$ cat src/rtl/valloc_pkg.sv
// ----------------------------------------------------------------------------
// valloc_pkg
// Shared constants, request codes and controller/datapath link types for the
// synth voice allocator.
// ----------------------------------------------------------------------------
package valloc_pkg;

  localparam int Voices = 16;
  localparam int VidW   = $clog2(Voices);
  localparam int CntW   = $clog2(Voices + 1);
  localparam int ReqW   = 3;
  localparam int ChW    = 4;
  localparam int NoteW  = 7;
  localparam int SelW   = 4;
  localparam int IdW    = 4;

  localparam logic [ReqW-1:0] REQ_ALLOC       = 3'd0;
  localparam logic [ReqW-1:0] REQ_RELEASE     = 3'd1;
  localparam logic [ReqW-1:0] REQ_CLEAR       = 3'd2;
  localparam logic [ReqW-1:0] REQ_SEARCH_NEW  = 3'd3;
  localparam logic [ReqW-1:0] REQ_SEARCH_NEXT = 3'd4;

  typedef enum logic [3:0] {
    DP_NONE,
    DP_LATCH,
    DP_ALLOC,
    DP_CLEAR,
    DP_RELEASE,
    DP_SCAN_START,
    DP_SCAN_NEXT,
    DP_WALK_NEWEST,
    DP_WALK_FROM,
    DP_WALK_NEXT,
    DP_WALK_STOP,
    DP_EXHAUST
  } dp_op_e;

  typedef struct packed {
    dp_op_e op;
  } dp_cmd_t;

  typedef struct packed {
    logic [ReqW-1:0] req;
    logic            rel_ok;
    logic            mode_active;
    logic            loc_done;
    logic            loc_at_front;
    logic            pos_at_front;
    logic            walk_used;
    logic            walk_match;
  } dp_stat_t;

endpackage

$ cat src/rtl/valloc_dp.sv
// ----------------------------------------------------------------------------
// valloc_dp
// Datapath: voice order list, per-voice records, search cursor and the
// shared position counter used for locating and walking the list.
// ----------------------------------------------------------------------------
module valloc_dp (
  input  logic                          clk_i,
  input  logic                          rst_ni,
  input  valloc_pkg::dp_cmd_t           cmd_i,
  output valloc_pkg::dp_stat_t          stat_o,
  input  logic [valloc_pkg::ReqW-1:0]   req_type_i,
  input  logic [valloc_pkg::ChW-1:0]    channel_i,
  input  logic [valloc_pkg::NoteW-1:0]  note_i,
  input  logic [valloc_pkg::SelW-1:0]   voice_sel_i,
  input  logic                          match_note_i,
  output logic [valloc_pkg::IdW-1:0]    voice_id_o,
  output logic                          found_o
);

  localparam int Voices = valloc_pkg::Voices;
  localparam int VidW   = valloc_pkg::VidW;
  localparam int CntW   = valloc_pkg::CntW;
  localparam logic [VidW-1:0] LastPos = VidW'(Voices - 1);

  logic [VidW-1:0]             order_q [Voices];
  logic [VidW-1:0]             order_d [Voices];
  logic [valloc_pkg::ChW-1:0]  chan_q  [Voices];
  logic [valloc_pkg::ChW-1:0]  chan_d  [Voices];
  logic [valloc_pkg::NoteW-1:0] note_q [Voices];
  logic [valloc_pkg::NoteW-1:0] note_d [Voices];
  logic [Voices-1:0]           used_q, used_d;
  logic [CntW-1:0]             free_cnt_q, free_cnt_d;
  logic [VidW-1:0]             cursor_q, cursor_d;
  logic                        mode_q, mode_d;
  logic [VidW-1:0]             pos_q, pos_d;
  logic [VidW-1:0]             res_vid_q, res_vid_d;
  logic                        res_found_q, res_found_d;

  // request beat, no reset needed
  logic [valloc_pkg::ReqW-1:0]  req_q;
  logic [valloc_pkg::ChW-1:0]   ch_q;
  logic [valloc_pkg::NoteW-1:0] nt_q;
  logic [valloc_pkg::SelW-1:0]  sel_q;
  logic                         mn_q;

  logic            sel_ok;
  logic [VidW-1:0] sel_idx;
  logic [VidW-1:0] tgt;
  logic            loc_hit;
  logic [VidW-1:0] loc_pos;
  logic [VidW-1:0] wv;
  logic [CntW-1:0] p_ext;
  logic [CntW-1:0] f_lim;
  logic [VidW-1:0] front_v;

  assign sel_ok  = ({{CntW{1'b0}}, sel_q} < (CntW + valloc_pkg::SelW)'(Voices));
  assign sel_idx = VidW'(sel_q);
  assign tgt     = (req_q == valloc_pkg::REQ_RELEASE) ? sel_idx : cursor_q;
  assign loc_hit = (order_q[pos_q] == tgt);
  assign loc_pos = loc_hit ? pos_q : '0;
  assign wv      = order_q[pos_q];
  assign front_v = order_q[0];
  assign p_ext   = CntW'(loc_pos);
  assign f_lim   = (free_cnt_q < p_ext) ? free_cnt_q : p_ext;

  always_comb begin
    stat_o.req          = req_q;
    stat_o.rel_ok       = sel_ok && used_q[sel_idx];
    stat_o.mode_active  = mode_q;
    stat_o.loc_done     = loc_hit || (pos_q == LastPos);
    stat_o.loc_at_front = (loc_pos == '0);
    stat_o.pos_at_front = (pos_q == '0);
    stat_o.walk_used    = used_q[wv];
    stat_o.walk_match   = (chan_q[wv] == ch_q) && (!mn_q || (note_q[wv] == nt_q));
  end

  always_comb begin
    order_d     = order_q;
    chan_d      = chan_q;
    note_d      = note_q;
    used_d      = used_q;
    free_cnt_d  = free_cnt_q;
    cursor_d    = cursor_q;
    mode_d      = mode_q;
    pos_d       = pos_q;
    res_vid_d   = res_vid_q;
    res_found_d = res_found_q;
    unique case (cmd_i.op)
      valloc_pkg::DP_NONE: ;
      valloc_pkg::DP_LATCH: begin
        res_vid_d   = '0;
        res_found_d = 1'b0;
      end
      valloc_pkg::DP_ALLOC: begin
        // rotate the front voice to the newest end
        for (int i = 0; i < Voices - 1; i++) begin
          order_d[i] = order_q[i + 1];
        end
        order_d[Voices - 1] = front_v;
        if (free_cnt_q != '0) begin
          free_cnt_d = free_cnt_q - CntW'(1);
        end
        chan_d[front_v] = ch_q;
        note_d[front_v] = nt_q;
        used_d[front_v] = 1'b1;
        res_vid_d       = front_v;
        res_found_d     = 1'b1;
      end
      valloc_pkg::DP_CLEAR: begin
        used_d     = '0;
        free_cnt_d = CntW'(Voices);
      end
      valloc_pkg::DP_RELEASE: begin
        // open a slot just after the free voices and drop the voice there
        for (int i = 1; i < Voices; i++) begin
          if ((CntW'(i) > f_lim) && (CntW'(i) <= p_ext)) begin
            order_d[i] = order_q[i - 1];
          end
        end
        for (int i = 0; i < Voices; i++) begin
          if (CntW'(i) == f_lim) begin
            order_d[i] = sel_idx;
          end
        end
        used_d[sel_idx] = 1'b0;
        if (free_cnt_q < CntW'(Voices)) begin
          free_cnt_d = free_cnt_q + CntW'(1);
        end
      end
      valloc_pkg::DP_SCAN_START:  pos_d = '0;
      valloc_pkg::DP_SCAN_NEXT:   pos_d = pos_q + VidW'(1);
      valloc_pkg::DP_WALK_NEWEST: pos_d = LastPos;
      valloc_pkg::DP_WALK_FROM:   pos_d = loc_pos - VidW'(1);
      valloc_pkg::DP_WALK_NEXT:   pos_d = pos_q - VidW'(1);
      valloc_pkg::DP_WALK_STOP: begin
        // stops on a free voice (miss) or on a matching used voice (hit)
        cursor_d    = wv;
        mode_d      = 1'b1;
        res_found_d = used_q[wv];
        res_vid_d   = used_q[wv] ? wv : '0;
      end
      valloc_pkg::DP_EXHAUST: mode_d = 1'b0;
      default: ;
    endcase
  end

  always_ff @(posedge clk_i or negedge rst_ni) begin
    if (!rst_ni) begin
      for (int i = 0; i < Voices; i++) begin
        order_q[i] <= VidW'(i);
        chan_q[i]  <= '0;
        note_q[i]  <= '0;
      end
      used_q      <= '0;
      free_cnt_q  <= CntW'(Voices);
      cursor_q    <= '0;
      mode_q      <= 1'b0;
      pos_q       <= '0;
      res_vid_q   <= '0;
      res_found_q <= 1'b0;
    end else begin
      order_q     <= order_d;
      chan_q      <= chan_d;
      note_q      <= note_d;
      used_q      <= used_d;
      free_cnt_q  <= free_cnt_d;
      cursor_q    <= cursor_d;
      mode_q      <= mode_d;
      pos_q       <= pos_d;
      res_vid_q   <= res_vid_d;
      res_found_q <= res_found_d;
    end
  end

  always_ff @(posedge clk_i) begin
    if (cmd_i.op == valloc_pkg::DP_LATCH) begin
      req_q <= req_type_i;
      ch_q  <= channel_i;
      nt_q  <= note_i;
      sel_q <= voice_sel_i;
      mn_q  <= match_note_i;
    end
  end

  assign voice_id_o = valloc_pkg::IdW'(res_vid_q);
  assign found_o    = res_found_q;

endmodule

$ cat src/rtl/valloc_ctrl.sv
// ----------------------------------------------------------------------------
// valloc_ctrl
// Controller: sequences each request through decode, where needed a list
// scan and search walk, and the one-cycle result strobe.
// ----------------------------------------------------------------------------
module valloc_ctrl (
  input  logic                 clk_i,
  input  logic                 rst_ni,
  input  logic                 start_i,
  output logic                 busy_o,
  output logic                 done_o,
  output valloc_pkg::dp_cmd_t  cmd_o,
  input  valloc_pkg::dp_stat_t stat_i
);

  typedef enum logic [5:0] {
    ST_IDLE   = 6'b000001,
    ST_DECODE = 6'b000010,
    ST_LOCATE = 6'b000100,
    ST_WALK   = 6'b001000,
    ST_SPARE  = 6'b010000,
    ST_REPLY  = 6'b100000
  } state_e;

  state_e state_q, state_d;

  always_comb begin
    state_d    = state_q;
    cmd_o.op   = valloc_pkg::DP_NONE;
    unique case (state_q)
      ST_IDLE: begin
        if (start_i) begin
          cmd_o.op = valloc_pkg::DP_LATCH;
          state_d  = ST_DECODE;
        end
      end
      ST_DECODE: begin
        state_d = ST_REPLY;
        case (stat_i.req)
          valloc_pkg::REQ_ALLOC: cmd_o.op = valloc_pkg::DP_ALLOC;
          valloc_pkg::REQ_CLEAR: cmd_o.op = valloc_pkg::DP_CLEAR;
          valloc_pkg::REQ_RELEASE: begin
            if (stat_i.rel_ok) begin
              cmd_o.op = valloc_pkg::DP_SCAN_START;
              state_d  = ST_LOCATE;
            end
          end
          valloc_pkg::REQ_SEARCH_NEW: begin
            cmd_o.op = valloc_pkg::DP_WALK_NEWEST;
            state_d  = ST_WALK;
          end
          valloc_pkg::REQ_SEARCH_NEXT: begin
            if (stat_i.mode_active) begin
              cmd_o.op = valloc_pkg::DP_SCAN_START;
              state_d  = ST_LOCATE;
            end
          end
          default: ;
        endcase
      end
      ST_LOCATE: begin
        // find the list position of the released voice or the cursor voice
        if (!stat_i.loc_done) begin
          cmd_o.op = valloc_pkg::DP_SCAN_NEXT;
        end else if (stat_i.req == valloc_pkg::REQ_RELEASE) begin
          cmd_o.op = valloc_pkg::DP_RELEASE;
          state_d  = ST_REPLY;
        end else if (stat_i.loc_at_front) begin
          cmd_o.op = valloc_pkg::DP_EXHAUST;
          state_d  = ST_REPLY;
        end else begin
          cmd_o.op = valloc_pkg::DP_WALK_FROM;
          state_d  = ST_WALK;
        end
      end
      ST_WALK: begin
        if (!stat_i.walk_used || stat_i.walk_match) begin
          cmd_o.op = valloc_pkg::DP_WALK_STOP;
          state_d  = ST_REPLY;
        end else if (stat_i.pos_at_front) begin
          cmd_o.op = valloc_pkg::DP_EXHAUST;
          state_d  = ST_REPLY;
        end else begin
          cmd_o.op = valloc_pkg::DP_WALK_NEXT;
        end
      end
      ST_REPLY: state_d = ST_IDLE;
      default:  state_d = ST_IDLE;
    endcase
  end

  always_ff @(posedge clk_i or negedge rst_ni) begin
    if (!rst_ni) begin
      state_q <= ST_IDLE;
    end else begin
      state_q <= state_d;
    end
  end

  assign busy_o = (state_q != ST_IDLE);
  assign done_o = (state_q == ST_REPLY);

endmodule

$ cat src/rtl/synth_voice_allocator.sv
// ----------------------------------------------------------------------------
// synth_voice_allocator
// LRU voice allocator with stealing for a polyphonic synth voice pool.
// ----------------------------------------------------------------------------
// Usage:
//   A request beat is taken at a rising edge with start_i high and busy_o low;
//   req_type_i selects allocate, release, clear, search from newest or search
//   next. busy_o stays high until the result beat has been shown.
//   Every request gives exactly one result beat: done_o is high for one cycle
//   with voice_id_o and found_o valid; the receiver cannot stall it.
//   Allocate, clear, ignored and rejected requests go from decode straight to
//   the result beat; release adds a scan of the order list; search from
//   newest walks up to Voices voices; search next scans for the cursor voice
//   and then walks. Both scan and walk step one list position per cycle on
//   the shared position counter of the datapath. A new request is taken the
//   cycle after done.
//   Reset puts the order list in identity order with every voice free, the
//   voice records cleared and the search exhausted; no clearing pass is run.
// ----------------------------------------------------------------------------
module synth_voice_allocator (
  input  logic                          clk_i,
  input  logic                          rst_ni,
  input  logic                          start_i,
  output logic                          busy_o,
  input  logic [valloc_pkg::ReqW-1:0]   req_type_i,
  input  logic [valloc_pkg::ChW-1:0]    channel_i,
  input  logic [valloc_pkg::NoteW-1:0]  note_i,
  input  logic [valloc_pkg::SelW-1:0]   voice_sel_i,
  input  logic                          match_note_i,
  output logic                          done_o,
  output logic [valloc_pkg::IdW-1:0]    voice_id_o,
  output logic                          found_o
);

  valloc_pkg::dp_cmd_t  cmd;
  valloc_pkg::dp_stat_t stat;

  valloc_ctrl u_ctrl (
    .clk_i   (clk_i),
    .rst_ni  (rst_ni),
    .start_i (start_i),
    .busy_o  (busy_o),
    .done_o  (done_o),
    .cmd_o   (cmd),
    .stat_i  (stat)
  );

  valloc_dp u_dp (
    .clk_i        (clk_i),
    .rst_ni       (rst_ni),
    .cmd_i        (cmd),
    .stat_o       (stat),
    .req_type_i   (req_type_i),
    .channel_i    (channel_i),
    .note_i       (note_i),
    .voice_sel_i  (voice_sel_i),
    .match_note_i (match_note_i),
    .voice_id_o   (voice_id_o),
    .found_o      (found_o)
  );

endmodule

$ cat config.mk
export PLATFORM = sky130hd
export DESIGN_NAME = synth_voice_allocator
export DESIGN_NICKNAME = d
export VERILOG_FILES = /design/src/rtl/valloc_pkg.sv /design/src/rtl/valloc_dp.sv /design/src/rtl/valloc_ctrl.sv /design/src/rtl/synth_voice_allocator.sv
export SDC_FILE = /design/constraint.sdc
export NUM_CORES = 1
export LEC_CHECK = 0
export ABC_AREA = 1
export BUFFER_PORTS_ARGS = -buffer_cell sky130_fd_sc_hd__buf_2
export CORE_MARGIN = 2
export CORE_UTILIZATION = 32
export CTS_CLUSTER_DIAMETER = 100
export DETAILED_ROUTE_END_ITERATION = 16
export GPL_ROUTABILITY_DRIVEN = 0
export HOLD_SLACK_MARGIN = 0.12
export PLACE_DENSITY = 0.46
export RECOVER_POWER = 50
export REMOVE_ABC_BUFFERS = 1
export SYNTH_ARGS = -nofsm -noshare
export SYNTH_HDL_FRONTEND = slang
export SYNTH_HIERARCHICAL = 1
export SYNTH_SLANG_ARGS = --single-unit
$ cat constraint.sdc
create_clock -name clk_i -period 7 [get_ports clk_i]
set_clock_uncertainty 0.05 [all_clocks]
set_input_delay 0.35 -clock clk_i [delete_from_list [all_inputs] [get_ports clk_i]]
set_output_delay 0.35 -clock clk_i [all_outputs]
set_load 0.005 [all_outputs]
==> results.yml, run 1 <==
worst_setup_path:
  cp_max_fo: 32
  crit_top_cell: "nand3_1"
  max_stage_delay_ns: 0.49
  r2r_slack_ns: 0.54
  worstSetupPathType: "flip-flop to flip-flop"
  critPathLaunch: "u_dp/pos_q[1]$_DFFE_PN0P_"
  worstReg2RegEnd: "u_dp/note_q[17]$_DFFE_PN0P_"
  crit_slowest_cell: "nand4_1"
  cp-start-kind: "flip-flop"
  worstPathRequired_ns: 7.36
  rr_startpoint: "u_dp/pos_q[1]$_DFFE_PN0P_"
  crit_arrival_ns: 6.82
  endpoint_kind: "flip-flop"
  endpoint: "u_dp/note_q[17]$_DFFE_PN0P_"
  r2r_cells: 32
timing:
  worst_slack_ns: 0.545
  timing.slew.headroom_pct: -242
  grt_setup_unrepaired: "false"
  fin_crit_ns: 6.46
  worstMarginPinSlew_ns: 5.12
  setup_violations: 0
  fmax_mhz: 155
  slew_viol_final: 110
  timing.final.crit_share_pct: 92.2
  hold_violations: 0
job:
  maxCapViolCount: 1
global_route:
  grt_max_degree: 110
  use_met2_pct: 34.4
  grt_util_all_layers_pct: 20.7
  top_usage_layer: "met2"
  use_met3_pct: 2.73
  gr-total-overflow: 0
  grt_pass1_vias: 15600
  use_met1_pct: 28.0
  antenna_found_initial: 0
  grt_pass1_wl_um: 90600
finish:
  num-fill-cells: 5678
  diodes: 0
  area_growth_pct: 13.2
  nets: 2443
  fin_util_pct: 36.8
  layout-drive-gt1-share_pct: 10.3
drt:
  firstDrtPassIters: 6
  drc_errors: 0
  num_vias: 15900
  drtIter0Drc: 1378
  finalWirelength_um: 57000
  route.antenna.remaining_nets: 0
  vias_per_cell: 5.08
  wire_per_inst_um: 18.2
die:
  dieArea_mm2: 0.0555
  die_h_um: 236
  die_w_um: 236
  core.rowCount: 84
  initial_core_util_pct: 32.5
  core_mm2: 0.0528
  num_io_pins: 29
clock_tree:
  cts_buffers: 38
  cts-root-buf: "clkbuf_16"
  cts.sinks: 299
  htree_levels: 2
  insertion_delay_ns: 0.56
  clk_pin_slew_ns: 0.06
  clk_path_buf_depth: 3
  cts_tree: "done"
placed_design:
  port_buffers: 28
  hpwl_um: 38100
  dp_slack_ns: 0.252
synthesis:
  avgSynthCellArea_um2: 7.13
  synth_top_area_share_pct: 35.9
  synthXorXnorAreaFrac_pct: 0.715
  synth_fa_ha_area_share_pct: 1.25
  yosysWarningCount: 6
  yosys.cell_types.count: 50
  syn_inst: 2407
  synth.area.mux_share_pct: 0
  synth_compound_area_share_pct: 11.3
  synth_top_cell_by_area: "dfrtp_1"
  synth_top_family_by_area: "simple AND/OR/NAND/NOR gates"
  synth-simple-area-share_pct: 35.0
  synth-seq-area-share_pct: 44.4
  netlist_area_mm2: 0.0172
  synth-seq-cells: 299
  synth_top_cells_by_area: "dfrtp_1, nand2_1, nand3_1, o21ai_0, dfstp_2"
min_path:
  holdPathStages: 2
  holdCritPathClass: "flip-flop to flip-flop"
  min_from: "u_dp/order_q[2]$_DFFE_PN1P_"
status:
  violations: "max-capacitance violations, max-slew violations"
  run_status: "complete, but fails checks"
power_and_ir_drop:
  p_per_area_mw_per_mm2: 519
  leakage_nw: 9.09
  ir_worst_vdd_mv: 0.268
  power.total_mw: 10.1
==> synthesized netlist by cell type, drive strengths merged <==
library cell  instances
o31ai                 4
nand2               964
nand4                25
clkbuf               94
dfstp                34
o21bai                2
o221ai                4
edfxtp               19
buf                  37
or3                   1
clkinv                7
nand3b                1
o21ai               251
xor2                 13
nor2                129
a21o                  1
nor3                  3
o2111ai               4
a211oi                3
o22ai                 5
nor4                  4
a21boi                2
or2                   1
a22oi                 4
dfrtp               246
o21a                  1
a31oi                 3
o211ai               15
a311oi                1
xnor2                 1
inv                 166
fa                    2
a21oi                53
ha                   14
nand3               293
==> sequential cells by signal, summed over array words and instances (netlist names), 4 cells and up <==
name / flops
u_dp/chan_q: 64
u_dp/pos_q: 4
u_dp/used_q: 16
u_dp/cursor_q: 4
u_dp/free_cnt_q: 5
u_dp/voice_id_o: 4
u_dp/ch_q: 4
u_dp/front_v: 4
u_ctrl/state_q: 5
u_dp/note_q: 112
u_dp/nt_q: 7
u_dp/order_q: 60
u_dp/sel_idx: 4
==> through the flow <==
step	cell area, µm²	std cells	setup TNS, ns	hold slack (ns)
after floorplan	16600	2276	-370.90	0.00441
after global placement	17900	3030	0	0.409
after detailed placement	17900	3030	0	0.410
after CTS	19400	3120	0	0.413
after global routing	19400	3122	0	0.437
final	19400	3122	0	0.418
==> cells by family after synthesis <==
family                   Yosys count
adder cells (fa/ha/maj)           16
buffers and inverters            304
XOR/XNOR                          14
AND/OR/NAND/NOR                 1421
AO/OA/AOI/OAI                    353
flip-flops                       299
==> worst max-delay path: cells and delay by family, from the launching register on <==
kind / cells / cell delay [ns]
flops: 1 / 0.36
buf+inv: 9 / 1.88
simple gates: 18 / 3.14
compound gates: 4 / 0.65
xor+xnor: 1 / 0.15
==> timing repair <==
| action | 4_1_cts | 5_1_grt |
|---|---|---|
| setup buffers | 0 | 1 |
| endpoints found under the setup margin | 0 | 97 |
| hold buffers | 21 | 0 |
| endpoints found under the hold margin | 116 | 0 |
| resized for setup | 0 | 7 |
==> cell type report <==
class                           count  area (µm²)  area share, %
Multi-Input combinational cell   1805        8340           42.9
Sequential cell                   299        7620           39.2
Clock buffer                       61        1170           6.01
Tap cell                          688         861           4.43
Timing Repair Buffer               88         703           3.62
Inverter                          173         653           3.36
Clock inverter                      8        83.8          0.431
==> how the worst min path moves through the flow <==
stage | slack [ns] | to
floorplan | 0.004 | u_ctrl/state_q[1]$_DFFE_PN0P_
global placement | 0.41 | u_dp/order_q[3]$_DFFE_PN1P_
detailed placement | 0.41 | u_dp/order_q[2]$_DFFE_PN1P_
CTS | 0.41 | u_dp/chan_q[1]$_DFFE_PN0P_
global route | 0.44 | u_dp/order_q[3]$_DFFE_PN1P_
finish | 0.42 | u_dp/order_q[2]$_DFFE_PN1P_
==> per-layer routing <==
metal,share of wire (%),wire (µm),vias to the layer above
li1,-,-,7792
met1,46,26300,7574
met2,46,26400,412
met3,5.0,2840,96
met4,2.5,1420,0
met5,0,0,-
==> placed cells by master (no fill, tap or decap), drive strengths merged, types with 3 or more instances in the layout <==
cell type    instances
nand3              293
o22ai                5
buf                 57
nand2              964
nand4               25
a21oi               53
nor3                 3
ha                  14
nor4                 4
o21ai              251
o221ai               4
xor2                13
a22oi                4
a211oi               3
edfxtp              19
dfstp               34
o31ai                4
a31oi                3
inv                168
o2111ai              4
o211ai              15
clkinv              12
dlygate4sd3         21
nor2               130
dfrtp              246
clkbuf              70
==> report_power, final <==
group | switching [mW] | total (mW) | internal, mW
registers | 0.461 | 2.79 | 2.33
logic | 3.78 | 5.31 | 1.53
clock network | 0.787 | 1.97 | 1.18
total | 5.03 | 10.1 | 5.05
Note: power is estimated with default switching activity, not from simulation.
==> run 2, diff against run 1 <==
ABC_AREA = default   (was 1)
==> run 2 against run 1 <==
Against the previous run:
- the flow still finishes with violations (max-capacitance violations, max-slew violations)
- highest routed layer unchanged
- first-iteration DRC count decreased by 27%
- via count decreased by 16%
- clock-buffer cell count decreased by 12
- synthesized cell count decreased by 32%
- sequential power increased by 3%
==> results.yml, run 2 <==
worst_setup_path:
  cp_max_fo: 21
  r2r_slack_ns: 0.40
  cp-start-kind: "flip-flop"
  worstSetupPathType: "flip-flop to flip-flop"
  worstPathRequired_ns: 7.38
  endpoint_kind: "flip-flop"
  crit_arrival_ns: 6.98
status:
  violations: "max-capacitance violations, max-slew violations"
  run_status: "complete, but fails checks"
clock_tree:
  insertion_delay_ns: 0.56
  cts_buffers: 37
  cts_tree: "done"
  cts.sinks: 299
  clk_pin_slew_ns: 0.06
  clk_path_buf_depth: 3
  cts-root-buf: "clkbuf_16"
  postCtsSetupBuffers: 0
  htree_levels: 2
global_route:
  antenna_found_initial: 0
  grt_pass1_wl_um: 84200
  grt_max_degree: 128
  gr-total-overflow: 0
  grt_pass1_vias: 13000
  grt_util_all_layers_pct: 20.3
drt:
  drtIter0Drc: 1002
  vias_per_cell: 5.57
  highest_layer: "met4"
  wl_met1_um: 26200
  drc_errors: 0
  route.antenna.remaining_nets: 0
  firstDrtPassIters: 5
  num_vias: 13400
  wire_per_inst_um: 22.9
  finalWirelength_um: 55100
  wl_met2_um: 25100
  wl_met3_um: 2350
min_path:
  holdCritPathClass: "flip-flop to flip-flop"
timing:
  grt_setup_unrepaired: "false"
  tns_ns: 0
  worstMarginPinSlew_ns: 5.64
  timing.final.crit_share_pct: 94.3
  setup_violations: 0
  fmax_mhz: 151
  slew_viol_final: 97
  whs_ns: 0.427
  hold_violations: 0
  fin_crit_ns: 6.60
  timing.slew.headroom_pct: -276
synthesis:
  netlist_area_mm2: 0.0170
  avgSynthCellArea_um2: 10.4
  synth-seq-area-share_pct: 44.9
  synthFlopType: "dfrtp_1"
  synth_top_area_share_pct: 36.2
  synth_top_cell_by_area: "dfrtp_1"
  synth.cells.most_frequent: "dfrtp_1, nand2_1, mux2_2, mux2i_1, o21ai_0"
  ys_async_sr_fraction_pct: 93.6
  yosys.cell_types.count: 86
  syn_inst: 1628
  yosysMostFrequentCell: "dfrtp_1"
  synth_top_cells_by_area: "dfrtp_1, mux2_2, mux2i_1, dfstp_2, nand2_1"
  yosysWarningCount: 6
  synth-seq-cells: 299
  synth_edf_count: 19
finish:
  regMostFlops: "u_dp/note_q"
  mostFrequentLayoutCells: "dfrtp_1, nand2_1, mux2_2, mux2i_1, o21ai_0"
  final_common_cell: "dfrtp_1"
  final_cells: 2405
  largest_reg_flops: 112
  layout-drive-gt1-share_pct: 26.3
  reg_top3: "u_dp/note_q x112, u_dp/chan_q x64, u_dp/order_q x60"
  diodes: 0
  nets: 1727
  area_growth_pct: 15.9
power_and_ir_drop:
  leakage_nw: 8.79
  p_per_area_mw_per_mm2: 495
  ir_worst_vdd_mv: 0.303
  power.total_mw: 9.74
placed_design:
  hpwl_um: 38700
  place_inst: 2317
  port_buffers: 28
die:
  core.rowCount: 84
  dieArea_mm2: 0.0549
  initial_core_util_pct: 32.3
  core_mm2: 0.0526
  die_h_um: 234
  die_w_um: 234
  num_io_pins: 29
job:
  maxCapViolCount: 1
-- run 2: worst max-delay path: stages (launching register included) --
cell and delay [ns]:
dfrtp_1 0.49, buf_4 0.38, mux2i_1 0.40, a22oi_1 0.17, nand3_1 0.42, nand2_1 0.43
a211oi_1 0.52, a211o_1 0.17, o211ai_1 0.09, a211o_1 0.23, or4_1 0.54, a21oi_2 0.32
nor3b_1 0.14, a2bb2oi_1 0.15, nand3_1 0.29, nand2b_1 0.15, nor3_2 0.33, nand2_1 0.19
nor2_1 0.23, and3_1 0.24, buf_4 0.19, mux2_2 0.34
-- run 2: cell type report --
class                           instances  area (µm²)
Clock inverter                         18         201
Inverter                               30         113
Clock buffer                           49        1030
Timing Repair Buffer                  141        1110
Fill cell                            5265       32900
Multi-Input combinational cell       1180        8760
Sequential cell                       299        7620
Tap cell                              688         861
-- run 2: stage by stage --
stage	setup WS [ns]	utilization, %	instance area, µm²
3_5_place_dp	0.149	34.7	18200
3_3_place_gp	0.208	34.7	18200
6_report	0.397	37.5	19700
2_1_floorplan	-4.41	-	16400
5_1_grt	0.0172	37.5	19700
4_1_cts	0.138	37.5	19700
-- run 2: what timing repair did --
action / 4_1_cts / 5_1_grt
hold buffers: 21 / 0
setup endpoints to repair: 0 / 122
endpoints found under the hold margin: 86 / 0
resized for setup: 0 / 6
-- run 2: worst paths after layout --
| check | startpoint | endpoint | depth (start not counted) |
|---|---|---|---|
| min reg2reg | u_dp/note_q[98]$_DFFE_PN0P_ | u_dp/note_q[98]$_DFFE_PN0P_ | 2 |
| max reg2reg | u_dp/pos_q[3]$_DFFE_PN0P_ | u_dp/chan_q[19]$_DFFE_PN0P_ | 21 |
| max | u_dp/pos_q[3]$_DFFE_PN0P_ | u_dp/chan_q[19]$_DFFE_PN0P_ | 21 |
| max in group asynchronous | rst_ni | u_dp/note_q[3]$_DFFE_PN0P_ | 3 |
| min | u_dp/note_q[98]$_DFFE_PN0P_ | u_dp/note_q[98]$_DFFE_PN0P_ | 2 |
| min in group asynchronous | rst_ni | u_dp/order_q[18]$_DFFE_PN0P_ | 2 |
-- run 2: routing by layer --
layer	track usage (%)	up-vias
met5	0	-
met3	2.41	98
met1	29.2	6822
met2	31.7	367
met4	6.31	0
li1	-	6111
-- run 2: power breakdown --
group          total [mW]  internal [mW]  switching (mW)
Sequential           2.87           2.35           0.520
Combinational        4.90           1.98            2.92
Clock                1.97           1.19           0.786
Total                9.74           5.51            4.23
-- run 2: cell families (layout without fill, tap and decap cells) --
logic type | after synthesis | in the layout | synth area share, %
buf+inv | 149 | 238 | 3.85
compound gates | 355 | 355 | 14.0
xor+xnor | 12 | 12 | 0.619
fa+ha+maj | 16 | 16 | 1.27
simple gates | 459 | 459 | 12.3
mux | 338 | 338 | 23.0
flops | 299 | 299 | 44.9
==> run 3, diff against run 2 <==
clock period = 7.2 ns   (was 7 ns; I/O delays follow)
==> run 3 against run 2 <==
Against the previous run:
- the flow still finishes with violations (max-capacitance violations, max-slew violations)
- cell area fell by 0.29%
- worst setup slack improved by 0.015 ns
- non-clock buffer count fell by 13
- global-route usage rose by 0.13 points
- die area did not move
- sequential cell count did not move
- critical path depth did not move
- first-iteration DRC count rose by 12%
- critical endpoint is now u_dp/order_q[3]$_DFFE_PN1P_
- largest power group unchanged
- highest routed layer unchanged
==> results.yml, run 3 (synthesized netlist as in run 2, its figures left out) <==
clock_tree:
  clk_path_buf_depth: 3
  insertion_delay_ns: 0.58
  cts.sinks: 299
  cts-root-buf: "clkbuf_16"
  clk_pin_slew_ns: 0.05
  cts_tree: "done"
  cts_buffers: 37
  postCtsSetupBuffers: 0
  htree_levels: 2
min_path:
  holdCritPathClass: "flip-flop to flip-flop"
global_route:
  grt_pass1_wl_um: 84800
  grt_pass1_vias: 13200
  gr-total-overflow: 0
  antenna_found_initial: 0
  grt_max_degree: 150
  grt_util_all_layers_pct: 20.4
timing:
  timing.final.crit_share_pct: 94.3
  fmax_mhz: 147
  grt_setup_unrepaired: "false"
  timing.slew.headroom_pct: -266
  worstMarginPinSlew_ns: 5.49
  slew_viol_final: 91
  setup_violations: 0
  fin_crit_ns: 6.79
  hold_violations: 0
drt:
  finalWirelength_um: 55800
  vias_per_cell: 5.57
  route.antenna.remaining_nets: 0
  drtIter0Drc: 1120
  drc_errors: 0
  firstDrtPassIters: 5
  num_vias: 13300
  wire_per_inst_um: 23.3
die:
  core.rowCount: 84
  die_w_um: 234
  num_io_pins: 29
  die_h_um: 234
  initial_core_util_pct: 32.3
  core_mm2: 0.0526
  dieArea_mm2: 0.0549
placed_design:
  port_buffers: 28
  place_inst: 2304
  hpwl_um: 38300
job:
  maxCapViolCount: 1
power_and_ir_drop:
  seq_power_share_pct: 30.0
  p_sw_mw: 4.09
  internal_power_mw: 5.34
  netSwitchingFraction_pct: 43.4
  p_per_area_mw_per_mm2: 480
  leakage_nw: 8.74
  p_comb_share_pct: 49.4
  ir_worst_vdd_mv: 0.221
  p_clk_share_pct: 20.5
worst_setup_path:
  cp_max_fo: 36
  crit_arrival_ns: 7.21
  worstSetupPathType: "flip-flop to flip-flop"
  worstPathRequired_ns: 7.62
  cp-start-kind: "flip-flop"
  endpoint_kind: "flip-flop"
status:
  run_status: "complete, but fails checks"
  violations: "max-capacitance violations, max-slew violations"
finish:
  final_common_cell: "dfrtp_1"
  largest_reg_flops: 112
  nets: 1715
  layout-drive-gt1-share_pct: 25.6
  diodes: 0
  mostFrequentLayoutCells: "dfrtp_1, nand2_1, mux2_2, mux2i_1, o21ai_0"
  reg_top3: "u_dp/note_q x112, u_dp/chan_q x64, u_dp/order_q x60"
  fin_util_pct: 37.4
  final_cells: 2394
  num-fill-cells: 5271
  regMostFlops: "u_dp/note_q"
  area_growth_pct: 15.6
run 3: cell count changes in the layout (fill, tap and decap cells not counted), moves of 2 or more:
cell / previous run / this run
clkinv_2: 11 / 5
nand3_2: 1 / 3
bufinv_16: 4 / 2
clkbuf_8: 6 / 11
buf_4: 85 / 73
clkbuf_1: 14 / 16
inv_6: 3 / 1
nand3_1: 47 / 45
run 3: layout make-up:
type | instances | area, µm² | area share, %
well taps | 688 | 861 | 4.38
flip-flops and latches | 299 | 7620 | 38.8
inverters | 30 | 113 | 0.574
repair buffers | 128 | 993 | 5.06
clock inverters | 11 | 139 | 0.707
clock buffers | 57 | 1130 | 5.77
multi-input cells | 1181 | 8770 | 44.7
run 3: per-layer routing:
layer	global-route usage, %	up-vias	routed length (µm)
li1	-	6099	-
met4	7.11	0	1910
met3	2.44	99	2650
met5	0	-	0
met2	32.1	392	25300
met1	28.9	6737	25900
run 3: stage by stage:
| step | TNS (ns) | hold slack, ns | total power, mW | setup WS [ns] | area [µm²] |
|---|---|---|---|---|---|
| final | 0 | 0.428 | 9.42 | 0.413 | 19600 |
| after global placement | 0 | 0.408 | 7.39 | 0.281 | 18100 |
| after detailed placement | 0 | 0.412 | 7.41 | 0.239 | 18100 |
| after floorplan | -725.44 | 0.0144 | 5.74 | -4.21 | 16400 |
| after CTS | 0 | 0.406 | 9.41 | 0.206 | 19600 |
| after global routing | 0 | 0.445 | 10.0 | 0.0303 | 19600 |
run 3: worst max-delay path: stages, from the launching register on:
cell and delay, ns:
dfrtp_1 0.51, buf_4 0.27, mux4_2 0.52, mux2i_1 0.29
mux2_2 0.23, a21oi_1 0.17, buf_4 0.28, a22o_1 0.21
a221oi_1 0.32, o22ai_1 0.15, a211o_1 0.28, or4_1 0.57
a21oi_2 0.35, nand4b_1 0.16, o2111ai_1 0.37, nor2_1 0.31
nand2_2 0.09, inv_2 0.23, buf_4 0.41, nand2_1 0.40
mux2_2 0.41, o211ai_1 0.09
run 3: timing repair:
action,CTS,global route
gates resized for setup,0,5
hold endpoints to repair,87,0
hold buffers,21,0
setup endpoints to repair,0,27
run 3: power by group through the flow:
stage	registers, mW	logic (mW)	clock network [mW]
global route	2.90	5.06	2.05
CTS	2.82	4.60	1.99
detailed placement	2.84	4.57	0
finish	2.83	4.66	1.94
floorplan	2.66	3.08	0
global placement	2.84	4.55	0
run 3: worst paths after layout:
path                                                   start  slack, ns                            to  cells after the start
worst max-delay path               u_dp/pos_q[2]$_DFFE_PN0P_       0.41   u_dp/order_q[3]$_DFFE_PN1P_                     21
worst min-delay path            u_dp/note_q[100]$_DFFE_PN0P_       0.43  u_dp/note_q[100]$_DFFE_PN0P_                      2
worst max register to register     u_dp/pos_q[2]$_DFFE_PN0P_       0.41   u_dp/order_q[3]$_DFFE_PN1P_                     21
worst min register to register  u_dp/note_q[100]$_DFFE_PN0P_       0.43  u_dp/note_q[100]$_DFFE_PN0P_                      2
max in group asynchronous                             rst_ni       1.34     u_dp/pos_q[3]$_DFFE_PN0P_                      2
min in group asynchronous                             rst_ni       2.33     u_dp/pos_q[3]$_DFFE_PN0P_                      2
